File: config.mk
export PLATFORM = sky130hd
export DESIGN_NAME = crt_incremental_solver
export DESIGN_NICKNAME = d
export VERILOG_FILES = /design/src/rtl/crt_pkg.sv /design/src/rtl/crt_incremental_solver.sv
export SDC_FILE = /design/constraint.sdc
export NUM_CORES = 2
export LEC_CHECK = 0
export BUFFER_PORTS_ARGS = -buffer_cell sky130_fd_sc_hd__buf_4
export CELL_PAD_IN_SITES_DETAIL_PLACEMENT = 0
export CELL_PAD_IN_SITES_GLOBAL_PLACEMENT = 1
export CORE_MARGIN = 2
export CORE_UTILIZATION = 40
export CTS_CLUSTER_SIZE = 20
export DETAILED_ROUTE_END_ITERATION = 8
export PLACE_DENSITY = 0.66
export RECOVER_POWER = 50
export SKIP_CTS_REPAIR_TIMING = 1
export SLEW_MARGIN = 15
export SYNTH_ARGS = -nofsm -noshare
export SYNTH_HDL_FRONTEND = slang
export SYNTH_SLANG_ARGS = --single-unit
File: constraint.sdc
create_clock -name i_clk -period 15.3 [get_ports i_clk]
set_input_delay 0 -clock i_clk [delete_from_list [all_inputs] [get_ports i_clk]]
set_output_delay 0 -clock i_clk [all_outputs]
set_load 0.05 [all_outputs]
File: src/rtl/crt_pkg.sv
`timescale 1ns / 1ps
// Shared widths and status codes for the incremental CRT solver.
// No dependencies; imported by crt_incremental_solver, crt_solution_checker and the testbench.
package crt_pkg;

    localparam int SOL_W      = 64;
    localparam int MOD_W      = 32;
    localparam int ST_W       = 2;
    localparam int S_TDATA_W  = 2 * MOD_W;
    localparam int M_TDATA_W  = ((2 * SOL_W + ST_W + 7) / 8) * 8;

    typedef enum logic [ST_W-1:0] {
        ST_OK          = 2'd0,
        ST_NOT_COPRIME = 2'd1,
        ST_OVERFLOW    = 2'd2
    } t_status;

endpackage

File: src/rtl/crt_incremental_solver.sv
`timescale 1ns / 1ps
// Incremental Chinese-remainder solver with a shared shift-subtract unit.
// Depends on crt_pkg for widths and status codes.

// Each input word is one congruence; it is solved while o_s_tready stays low,
// and one result word follows. A start word only reduces its residue with the
// shift-subtract divider. A merge word runs the divider to reduce the residue,
// then once for every extended Euclid step; a shift-add multiply forms the new
// modulus, the divider reduces the residue again, and a modular multiply and a
// second shift-add multiply form the solution. A merge word that arrives while
// an error is held, or any word with a zero modulus, goes straight to the output
// state. The next word is accepted while the last result still waits.
module crt_incremental_solver (
    input  logic                           i_clk,
    input  logic                           i_rst_n,
    input  logic                           i_s_tvalid,
    output logic                           o_s_tready,
    // residue [31:0], modulus [63:32]
    input  logic [crt_pkg::S_TDATA_W-1:0]  i_s_tdata,
    // start_system [0]
    input  logic                           i_s_tuser,
    output logic                           o_m_tvalid,
    input  logic                           i_m_tready,
    // solution [63:0], combined_modulus [127:64], status [129:128], zeros above
    output logic [crt_pkg::M_TDATA_W-1:0]  o_m_tdata
);
    import crt_pkg::*;

    localparam int T_W = SOL_W + 4;
    localparam int P_W = SOL_W + MOD_W;

    typedef enum logic [3:0] {
        S_IDLE, S_NORM, S_SUB, S_DDONE, S_ECHK, S_FIX1, S_FIX2,
        S_MUL, S_MCHK, S_MMA, S_MMB, S_OUT
    } t_state;

    typedef enum logic [2:0] {
        PH_RED, PH_EUC, PH_RBIG, PH_PROD, PH_SOL
    } t_phase;

    t_state              r_state;
    t_phase              r_phase;
    t_status             r_st;
    logic [SOL_W-1:0]    r_sol;
    logic [SOL_W-1:0]    r_modr;
    logic                r_start;
    logic [MOD_W-1:0]    r_res;
    logic [MOD_W-1:0]    r_m;
    logic [SOL_W-1:0]    r_ra;
    logic [SOL_W-1:0]    r_rb;
    logic [SOL_W:0]      r_d;
    logic signed [T_W-1:0] r_ta;
    logic signed [T_W-1:0] r_tb;
    logic signed [T_W-1:0] r_td;
    logic [5:0]          r_cnt;
    logic [SOL_W-1:0]    r_inv;
    logic [SOL_W-1:0]    r_x;
    logic [SOL_W-1:0]    r_acc;
    logic [P_W-1:0]      r_macc;
    logic [SOL_W-1:0]    r_mc;
    logic [MOD_W-1:0]    r_mm;
    logic [SOL_W-1:0]    r_prod;
    logic                r_ovalid;
    logic [SOL_W-1:0]    r_out_sol;
    logic [SOL_W-1:0]    r_out_mod;
    t_status             r_out_st;

    logic                accept;
    logic [MOD_W-1:0]    in_res;
    logic [MOD_W-1:0]    in_m;
    logic                shift_ok;
    logic                sub_ge;
    logic [SOL_W-1:0]    am_b;
    logic [SOL_W-1:0]    am_gap;
    logic [SOL_W-1:0]    am_res;
    logic [SOL_W-1:0]    fix_inv;
    logic [SOL_W-1:0]    rr_diff;
    logic [P_W-1:0]      mul_add;

    assign accept     = i_s_tvalid && o_s_tready;
    assign o_s_tready = (r_state == S_IDLE);
    assign in_res     = i_s_tdata[MOD_W-1:0];
    assign in_m       = i_s_tdata[2*MOD_W-1:MOD_W];
    assign o_m_tvalid = r_ovalid;
    assign o_m_tdata  = {{(M_TDATA_W - 2*SOL_W - ST_W){1'b0}}, r_out_st, r_out_mod, r_out_sol};

    always_comb begin
        shift_ok = {r_d, 1'b0} <= {2'b00, r_ra};
        sub_ge   = {1'b0, r_ra} >= r_d;
        am_b     = (r_state == S_MMA) ? r_acc : r_x;
        am_gap   = r_modr - am_b;
        am_res   = (r_acc >= am_gap) ? (r_acc - am_gap) : (r_acc + am_b);
        fix_inv  = (r_ta[SOL_W-1:0] >= r_modr) ? (r_ta[SOL_W-1:0] - r_modr)
                                                 : r_ta[SOL_W-1:0];
        rr_diff  = (r_sol >= r_ra) ? (r_sol - r_ra) : (r_sol + (r_modr - r_ra));
        mul_add  = r_mm[MOD_W-1] ? {{MOD_W{1'b0}}, r_mc} : '0;
    end

    always_ff @(posedge i_clk) begin
        if (!i_rst_n) begin
            r_state  <= S_IDLE;
            r_phase  <= PH_RED;
            r_st     <= ST_OK;
            r_sol    <= '0;
            r_modr   <= {{(SOL_W-1){1'b0}}, 1'b1};
            r_ovalid <= 1'b0;
        end else begin
            if (r_ovalid && i_m_tready && (r_state != S_OUT)) begin
                r_ovalid <= 1'b0;
            end
            unique case (r_state)
                S_IDLE: begin
                    if (accept) begin
                        r_start <= i_s_tuser;
                        r_res   <= in_res;
                        r_m     <= in_m;
                        if (in_m == '0) begin
                            if (i_s_tuser) begin
                                r_sol  <= '0;
                                r_modr <= {{(SOL_W-1){1'b0}}, 1'b1};
                                r_st   <= ST_NOT_COPRIME;
                            end else if (r_st == ST_OK) begin
                                r_st <= ST_NOT_COPRIME;
                            end
                            r_state <= S_OUT;
                        end else if (!i_s_tuser && r_st != ST_OK) begin
                            r_state <= S_OUT;
                        end else begin
                            r_ra    <= {{(SOL_W-MOD_W){1'b0}}, in_res};
                            r_d     <= {{(SOL_W-MOD_W+1){1'b0}}, in_m};
                            r_td    <= '0;
                            r_cnt   <= '0;
                            r_phase <= PH_RED;
                            r_state <= S_NORM;
                        end
                    end
                end
                S_NORM: begin
                    if (shift_ok) begin
                        r_d   <= {r_d[SOL_W-1:0], 1'b0};
                        r_td  <= r_td <<< 1;
                        r_cnt <= r_cnt + 6'd1;
                    end else begin
                        r_state <= S_SUB;
                    end
                end
                S_SUB: begin
                    if (sub_ge) begin
                        r_ra <= r_ra - r_d[SOL_W-1:0];
                        r_ta <= r_ta - r_td;
                    end
                    r_d  <= r_d >> 1;
                    r_td <= r_td >>> 1;
                    if (r_cnt == '0) begin
                        r_state <= S_DDONE;
                    end else begin
                        r_cnt <= r_cnt - 6'd1;
                    end
                end
                S_DDONE: begin
                    unique case (r_phase)
                        PH_RED: begin
                            r_res <= r_ra[MOD_W-1:0];
                            if (r_start) begin
                                r_sol   <= r_ra;
                                r_modr  <= {{(SOL_W-MOD_W){1'b0}}, r_m};
                                r_st    <= ST_OK;
                                r_state <= S_OUT;
                            end else begin
                                r_ra    <= r_modr;
                                r_rb    <= {{(SOL_W-MOD_W){1'b0}}, r_m};
                                r_ta    <= '0;
                                r_tb    <= T_W'(1);
                                r_phase <= PH_EUC;
                                r_state <= S_ECHK;
                            end
                        end
                        PH_EUC: begin
                            r_ra    <= r_rb;
                            r_rb    <= r_ra;
                            r_ta    <= r_tb;
                            r_tb    <= r_ta;
                            r_state <= S_ECHK;
                        end
                        PH_RBIG: begin
                            r_x     <= rr_diff;
                            r_acc   <= '0;
                            r_cnt   <= 6'd63;
                            r_state <= S_MMA;
                        end
                        default: begin
                            r_state <= S_OUT;
                        end
                    endcase
                end
                S_ECHK: begin
                    if (r_rb == '0) begin
                        if (r_ra != {{(SOL_W-1){1'b0}}, 1'b1}) begin
                            r_st    <= ST_NOT_COPRIME;
                            r_state <= S_OUT;
                        end else begin
                            r_state <= S_FIX1;
                        end
                    end else begin
                        r_d     <= {1'b0, r_rb};
                        r_td    <= r_tb;
                        r_cnt   <= '0;
                        r_state <= S_NORM;
                    end
                end
                S_FIX1: begin
                    if (r_ta < 0) begin
                        r_ta <= r_ta + $signed({4'b0000, r_modr});
                    end
                    r_state <= S_FIX2;
                end
                S_FIX2: begin
                    r_inv   <= fix_inv;
                    r_macc  <= '0;
                    r_mc    <= r_modr;
                    r_mm    <= r_m;
                    r_cnt   <= 6'(MOD_W - 1);
                    r_phase <= PH_PROD;
                    r_state <= S_MUL;
                end
                S_MUL: begin
                    r_macc <= {r_macc[P_W-2:0], 1'b0} + mul_add;
                    r_mm   <= {r_mm[MOD_W-2:0], 1'b0};
                    if (r_cnt == '0) begin
                        r_state <= S_MCHK;
                    end else begin
                        r_cnt <= r_cnt - 6'd1;
                    end
                end
                S_MCHK: begin
                    if (r_phase == PH_PROD) begin
                        if (r_macc[P_W-1:SOL_W] != '0) begin
                            r_st    <= ST_OVERFLOW;
                            r_state <= S_OUT;
                        end else begin
                            r_prod  <= r_macc[SOL_W-1:0];
                            r_ra    <= {{(SOL_W-MOD_W){1'b0}}, r_res};
                            r_d     <= {1'b0, r_modr};
                            r_td    <= '0;
                            r_cnt   <= '0;
                            r_phase <= PH_RBIG;
                            r_state <= S_NORM;
                        end
                    end else begin
                        r_sol   <= r_macc[SOL_W-1:0] + {{(SOL_W-MOD_W){1'b0}}, r_res};
                        r_modr  <= r_prod;
                        r_state <= S_OUT;
                    end
                end
                S_MMA: begin
                    r_acc   <= am_res;
                    r_state <= S_MMB;
                end
                S_MMB: begin
                    r_inv <= {r_inv[SOL_W-2:0], 1'b0};
                    if (r_inv[SOL_W-1]) begin
                        r_acc <= am_res;
                    end
                    if (r_cnt == '0) begin
                        r_macc  <= '0;
                        r_mc    <= r_inv[SOL_W-1] ? am_res : r_acc;
                        r_mm    <= r_m;
                        r_cnt   <= 6'(MOD_W - 1);
                        r_phase <= PH_SOL;
                        r_state <= S_MUL;
                    end else begin
                        r_cnt   <= r_cnt - 6'd1;
                        r_state <= S_MMA;
                    end
                end
                S_OUT: begin
                    if (!r_ovalid || i_m_tready) begin
                        r_out_sol <= r_sol;
                        r_out_mod <= r_modr;
                        r_out_st  <= r_st;
                        r_ovalid  <= 1'b1;
                        r_state   <= S_IDLE;
                    end
                end
                default: begin
                    r_state <= S_IDLE;
                end
            endcase
        end
    end

`ifndef SYNTHESIS
    a_mod_nonzero: assert property (@(posedge i_clk) disable iff (!i_rst_n)
        r_modr != '0)
        else $error("running modulus is zero");

    a_sol_below_mod: assert property (@(posedge i_clk) disable iff (!i_rst_n)
        (r_st == ST_OK) |-> (r_sol < r_modr))
        else $error("running solution not below running modulus");

    a_div_nonzero: assert property (@(posedge i_clk) disable iff (!i_rst_n)
        (r_state == S_NORM) |-> (r_d != '0))
        else $error("divider started with zero divisor");

    a_busy_after_accept: assert property (@(posedge i_clk) disable iff (!i_rst_n)
        accept |=> (r_state != S_IDLE))
        else $error("accepted word did not start work");
`endif

endmodule

# == Word level (Yosys, flattened, before mapping) ==
# Cells that the tools add are included.
# W data, S select, Z words.
# word_totals
regBits,1184
latch_bits,0
ramBits,0
mem_bits_ro,0
inputBits,69
output_inout_bits,138
elab_cells,257
n_memories,0
# classes
add_sub_neg,14
multipliers,0
n_div,0
order_cmp,6
n_eq_ne,45
shift,0
n_mux,115
n_bitwise,2
n_reduce_logical,48
# op_table
operator,count
$mux W64,28
$mux W68,11
$pmux W64 S3,3
$pmux W64 S2,4
$mux W65,7
$sub A64 B64 Y64,6
$pmux W68 S5,1
$pmux W65 S5,1
$pmux W96 S3,1
$pmux W68 S2,2
$pmux W64 S4,1
$pmux W68 S3,1
$ge A64 B64 Y1,3
$add A64 B64 Y64,2
$add A96 B64 Y96,1
$mux W32,3
$mux W96,1
$pmux W32 S3,1
$add A68 B65 Y68,1
$lt A68 B1 Y1 const B,1
$sub A68 B68 Y68,1
$le A66 B64 Y1,1
$ge A64 B65 Y1,1
$add A64 B32 Y64,1
other kinds (51),147

# == Depth between registers and ports, before layout ==
# depth
depth_word,8
depth_mapped,39

# == Worst setup path before layout ==
# No wires, ideal clock.
# synth_path
kind,register to register
from,register r_ra[15]
to,register r_d[0] (enable)
setup_time_ns,0.824
t_arrival_ns,12.079
required_ns,14.476
setup_slack_ns,2.397
path_stages_with_launch,14
path_buffers,0
path_cell_list,edfxtp_1 inv_1 ha_1 a21o_1 a21o_1 a21oi_1 o21ai_0 a221oi_1 o21ai_0 a221o_1 a221oi_1 o21ai_0 a21oi_1 a21boi_0
# synth_via
elab_chain_len,3
# synth_lines
element,line,text
from (decl),crt_incremental_solver.sv:49,logic [SOL_W-1:0] r_ra;
from (signal assigned),crt_incremental_solver.sv:129,"r_ra <= {{(SOL_W-MOD_W){1'b0}}, in_res};"
from (signal assigned),crt_incremental_solver.sv:149,r_ra <= r_ra - r_d[SOL_W-1:0];
from (signal assigned),crt_incremental_solver.sv:170,r_ra <= r_modr;
$le A66 B64 Y1,crt_incremental_solver.sv:88,"shift_ok = {r_d, 1'b0} <= {2'b00, r_ra};"
$ne A2 B2 Y1 (no source line),--,
$reduce_and A9 Y1 (no source line),--,
to (signal assigned),crt_incremental_solver.sv:130,"r_d <= {{(SOL_W-MOD_W+1){1'b0}}, in_m};"
to (signal assigned),crt_incremental_solver.sv:140,"r_d <= {r_d[SOL_W-1:0], 1'b0};"
to (signal assigned),crt_incremental_solver.sv:152,r_d <= r_d >> 1;
to (decl),crt_incremental_solver.sv:51,logic [SOL_W:0] r_d;
# Every way passes these cells.
# A chain may end at the register's enable or synchronous reset.

# == Final worst setup path ==
# layout_path
from,register r_state[0]
to,register r_res[18] (enable)
# layout_via
elab_chain_len,4
# layout_lines
element,line,text
from (decl),crt_incremental_solver.sv:41,t_state r_state;
from (signal assigned),crt_incremental_solver.sv:101,r_state <= S_IDLE;
from (signal assigned),crt_incremental_solver.sv:125,r_state <= S_OUT;
from (signal assigned),crt_incremental_solver.sv:127,r_state <= S_OUT;
$logic_not A4 Y1,"crt_incremental_solver.sv:81, crt_incremental_solver.sv:111",
$logic_and A1 B1 Y1,crt_incremental_solver.sv:80,assign accept = i_s_tvalid && o_s_tready;
$ne A2 B1 Y1 (no source line),--,
$reduce_and A4 Y1 (no source line) *,--,
to (signal assigned),crt_incremental_solver.sv:115,r_res <= in_res;
to (signal assigned),crt_incremental_solver.sv:163,r_res <= r_ra[MOD_W-1:0];
to (decl),crt_incremental_solver.sv:47,logic [MOD_W-1:0] r_res;
# Every way passes the cells marked *; elsewhere a longest branch is shown, timed or not.

==> impl_metrics.toml <==
[grt]
grt_use_total_pct = 33.30
antenna_found_initial = 39
grt_pass1_vias = 79532
grt-ovfl-total = 0
grt_max_degree = 134
grt_pass1_wl_um = 570300

[logic_synthesis]
synthTopCellsByArea = "edfxtp_1 34%, ha_1 9.2%, a21oi_1 5.2%"
synth_top_area_share_pct = 34.12
synth_top_flop_cell = "edfxtp_1"
async_reset_ff_share_pct = 0
synth_cell_types = 102
yosysTopAreaCell = "edfxtp_1"
yosys_warnings = 0
ys_ff_latch = 1184
syn_area_mm2 = 0.09205
syn-instance-count = 10508
syn_area_per_cell_um2 = 8.760
synth-edff-count = 1046
seq_area_frac_synth_pct = 37.12

[clock_tree]
cts_tree = "yes"
cts_max_path_buffers = 3
cts_sinks = 1184
cts_root_buffer = "clkbuf_16"
cts_buffers = 151
h-tree-depth = 4
clk_latency_ps = 850
clk_pin_slew_ps = 60

[worst_setup_path]
cp_top_family = "buffers and inverters"
cpMostUsedCell = "clkbuf_1"
cp.depth = 7
reg2reg_depth = 7
required_ps = 15750
crit_fanout = 66
critPathMaxStageDelay_ps = 2690
timing.critical_path.buf_inv = 3
path_cells = "clkbuf_1, nand2b_1, nor2_1, clkbuf_1, clkbuf_1, a22oi_1, nor2_4"
crit_path_start_kind = "flip-flop"
crit_arrival_ps = 10400
rrSetupSlack_ps = 5340
critical_path_class = "flip-flop to flip-flop"
cp_slowest_cell = "clkbuf_1"
cp-end-kind = "flip-flop"

[place]
place_congestion = 0.9907
dp_hpwl_um = 318600
portBuffers = 200

[timing]
final-setup-viol-count = 0
relSlewSlack_pct = -491.5
slew_viol_final = 1462
whs_ps = -7.442
fin_worst_skew_ps = 36.38
rsz0062_at_grt = "no"
post-route-period-util_pct = 65.07
final_hold_viol_count = 1
tightest_slew_ps = 8873
fin_tns_setup_ps = 0
fmax_ghz = 0.1004
period_minus_slack_ps = 9956

[hold_path]
worstHoldPathCells = 4
hold_class = "primary input to flip-flop"

[power]
powerDensity_mw_per_mm2 = 239.6
leakage_uw = 0.04098
peakVddDrop_uv = 117.1

[layout]
drive_gt1_share_pct = 4.300
layout.nets = 11391
syn2layout_area_growth_pct = 10.62
finish.utilization_pct = 44.38

[floorplan]
io_pins = 207
die_w_um = 483.7
die_h_um = 483.7
start_util_pct = 40.12
core-area_mm2 = 0.2295
die_area_mm2 = 0.2340
rows = 176

[drt]
drtPass1Iterations = 9
wl_um = 404300
viasPerCell = 6.149
avgRoutedWirePerCell_um = 29.43
remaining_drc_errors = 0
highest_layer = "met5"
drt_first_iter_violations = 10390
ant_nets = 0
wl_met2_um = 167200
wl_met3_um = 35540
num_vias = 84463
m1WireLength_um = 184000

[run_status]
status = "finished, violations left"
violations = "negative hold slack, max-capacitance violations, max-slew violations"

[job]
drv_cap = 31
cells in the mapped netlist, types with 25 or more instances:
| cell type | instances |
|---|---|
| o21bai_1 | 127 |
| a31oi_1 | 113 |
| buf_1 | 38 |
| nand2b_1 | 93 |
| a22oi_1 | 101 |
| or2_2 | 27 |
| nand3_1 | 218 |
| o22ai_1 | 67 |
| nor2_1 | 693 |
| mux2i_1 | 79 |
| a211oi_1 | 137 |
| fa_1 | 72 |
| o21ai_0 | 797 |
| o211ai_1 | 58 |
| nor3b_1 | 25 |
| a21boi_0 | 35 |
| clkbuf_1 | 500 |
| nand2_1 | 1194 |
| inv_1 | 709 |
| and3_1 | 147 |
| a221oi_1 | 118 |
| o21a_1 | 67 |
| ha_1 | 674 |
| a21oi_1 | 950 |
| or3_1 | 73 |
| xor2_1 | 267 |
| nor2b_1 | 85 |
| a21o_1 | 470 |
| edfxtp_1 | 1046 |
| nor4_1 | 95 |
| a222oi_1 | 67 |
| dfxtp_1 | 138 |
| nand4_1 | 175 |
| o31ai_1 | 48 |
| o221ai_1 | 41 |
| nor3_1 | 148 |
| xnor2_1 | 361 |
| and2_1 | 123 |
final timing paths:
| kind | startpoint | endpoint |
|---|---|---|
| setup / recovery | r_state[0] | r_res[18] |
| hold / removal | i_s_tdata[1] | r_ra[1] |
| setup reg to reg | r_state[0] | r_res[18] |
| hold reg to reg | r_sol[3] | r_out_sol[3] |
routing by layer:
metal / vias to the layer above / global-route usage (%)
met5: - / 0
met4: 14 / 12.89
met3: 524 / 5.880
met2: 3712 / 48.37
met1: 41315 / 48.80
li1: 38898 / -
layout make-up:
class / count / area [µm²]
Clock buffer: 203 / 4125
Inverter: 710 / 2668
Multi-Input combinational cell: 8065 / 53240
Clock inverter: 72 / 950.9
Sequential cell: 1184 / 34170
Fill cell: 22885 / 127600
Timing Repair Buffer: 464 / 2850
Antenna cell: 13 / 32.53
Tap cell: 3026 / 3786
cell usage in the layout (no fill, tap or decap), drive strengths merged, types with 118 or more instances in the layout:
| master | count |
|---|---|
| nand2 | 1195 |
| and3 | 147 |
| a221oi | 118 |
| inv | 717 |
| nand3 | 218 |
| o21ai | 803 |
| edfxtp | 1046 |
| xnor2 | 362 |
| clkbuf | 445 |
| a211oi | 137 |
| xor2 | 267 |
| nor3 | 152 |
| buf | 122 |
| nand4 | 175 |
| dfxtp | 138 |
| nor2 | 694 |
| a21oi | 950 |
| a21o | 470 |
| ha | 674 |
| o21bai | 127 |
| and2 | 123 |
worst register-to-register path, stage by stage (launching register included):
cell	delay [ps]
dfxtp_1	460
clkbuf_1	890
nand2b_1	720
nor2_1	490
clkbuf_1	2690
clkbuf_1	2590
a22oi_1	740
nor2_4	970
per-stage QoR:
stage	power, µW	worst slack [ps]	hold slack, ps	cell area [µm²]	instances
detailed placement	20330	5271	202.0	96750	13349
finish	24400	5344	-7.442	101800	13737
CTS	24150	5265	-709.1	101800	13624
global route	25950	4773	5.505	101800	13728
floorplan	15490	2397	98.87	92070	10513
global placement	20320	5355	203.5	96750	13349
state kept, by name (all words and copies together), names as in the netlist, 65 cells and up:
register  count
r_ta         68
r_macc       96
r_d          65
r_tb         68
r_td         68
power breakdown:
| part | switching (µW) | internal [µW] | total, µW |
|---|---|---|---|
| registers | 1070 | 4770 | 5830 |
| logic | 9590 | 5240 | 14800 |
| clock network | 1600 | 2140 | 3740 |
kinds of logic (layout without fill, tap and decap cells):
family | Yosys count | after routing | share of synthesized area (%)
AOI/OAI and AO/OA | 3404 | 3404 | 23.52
xor gates and xnor gates | 629 | 629 | 5.993
adders and majority gates | 746 | 746 | 10.73
buffers and inverters | 1264 | 1449 | 5.251
DFF | 1184 | 1184 | 37.12
muxes | 83 | 83 | 0.9080
other | 1 | 19 | 0.004074
and+or+nand+nor | 3197 | 3197 | 16.48
No activity file was read; power rests on OpenSTA's default activity.
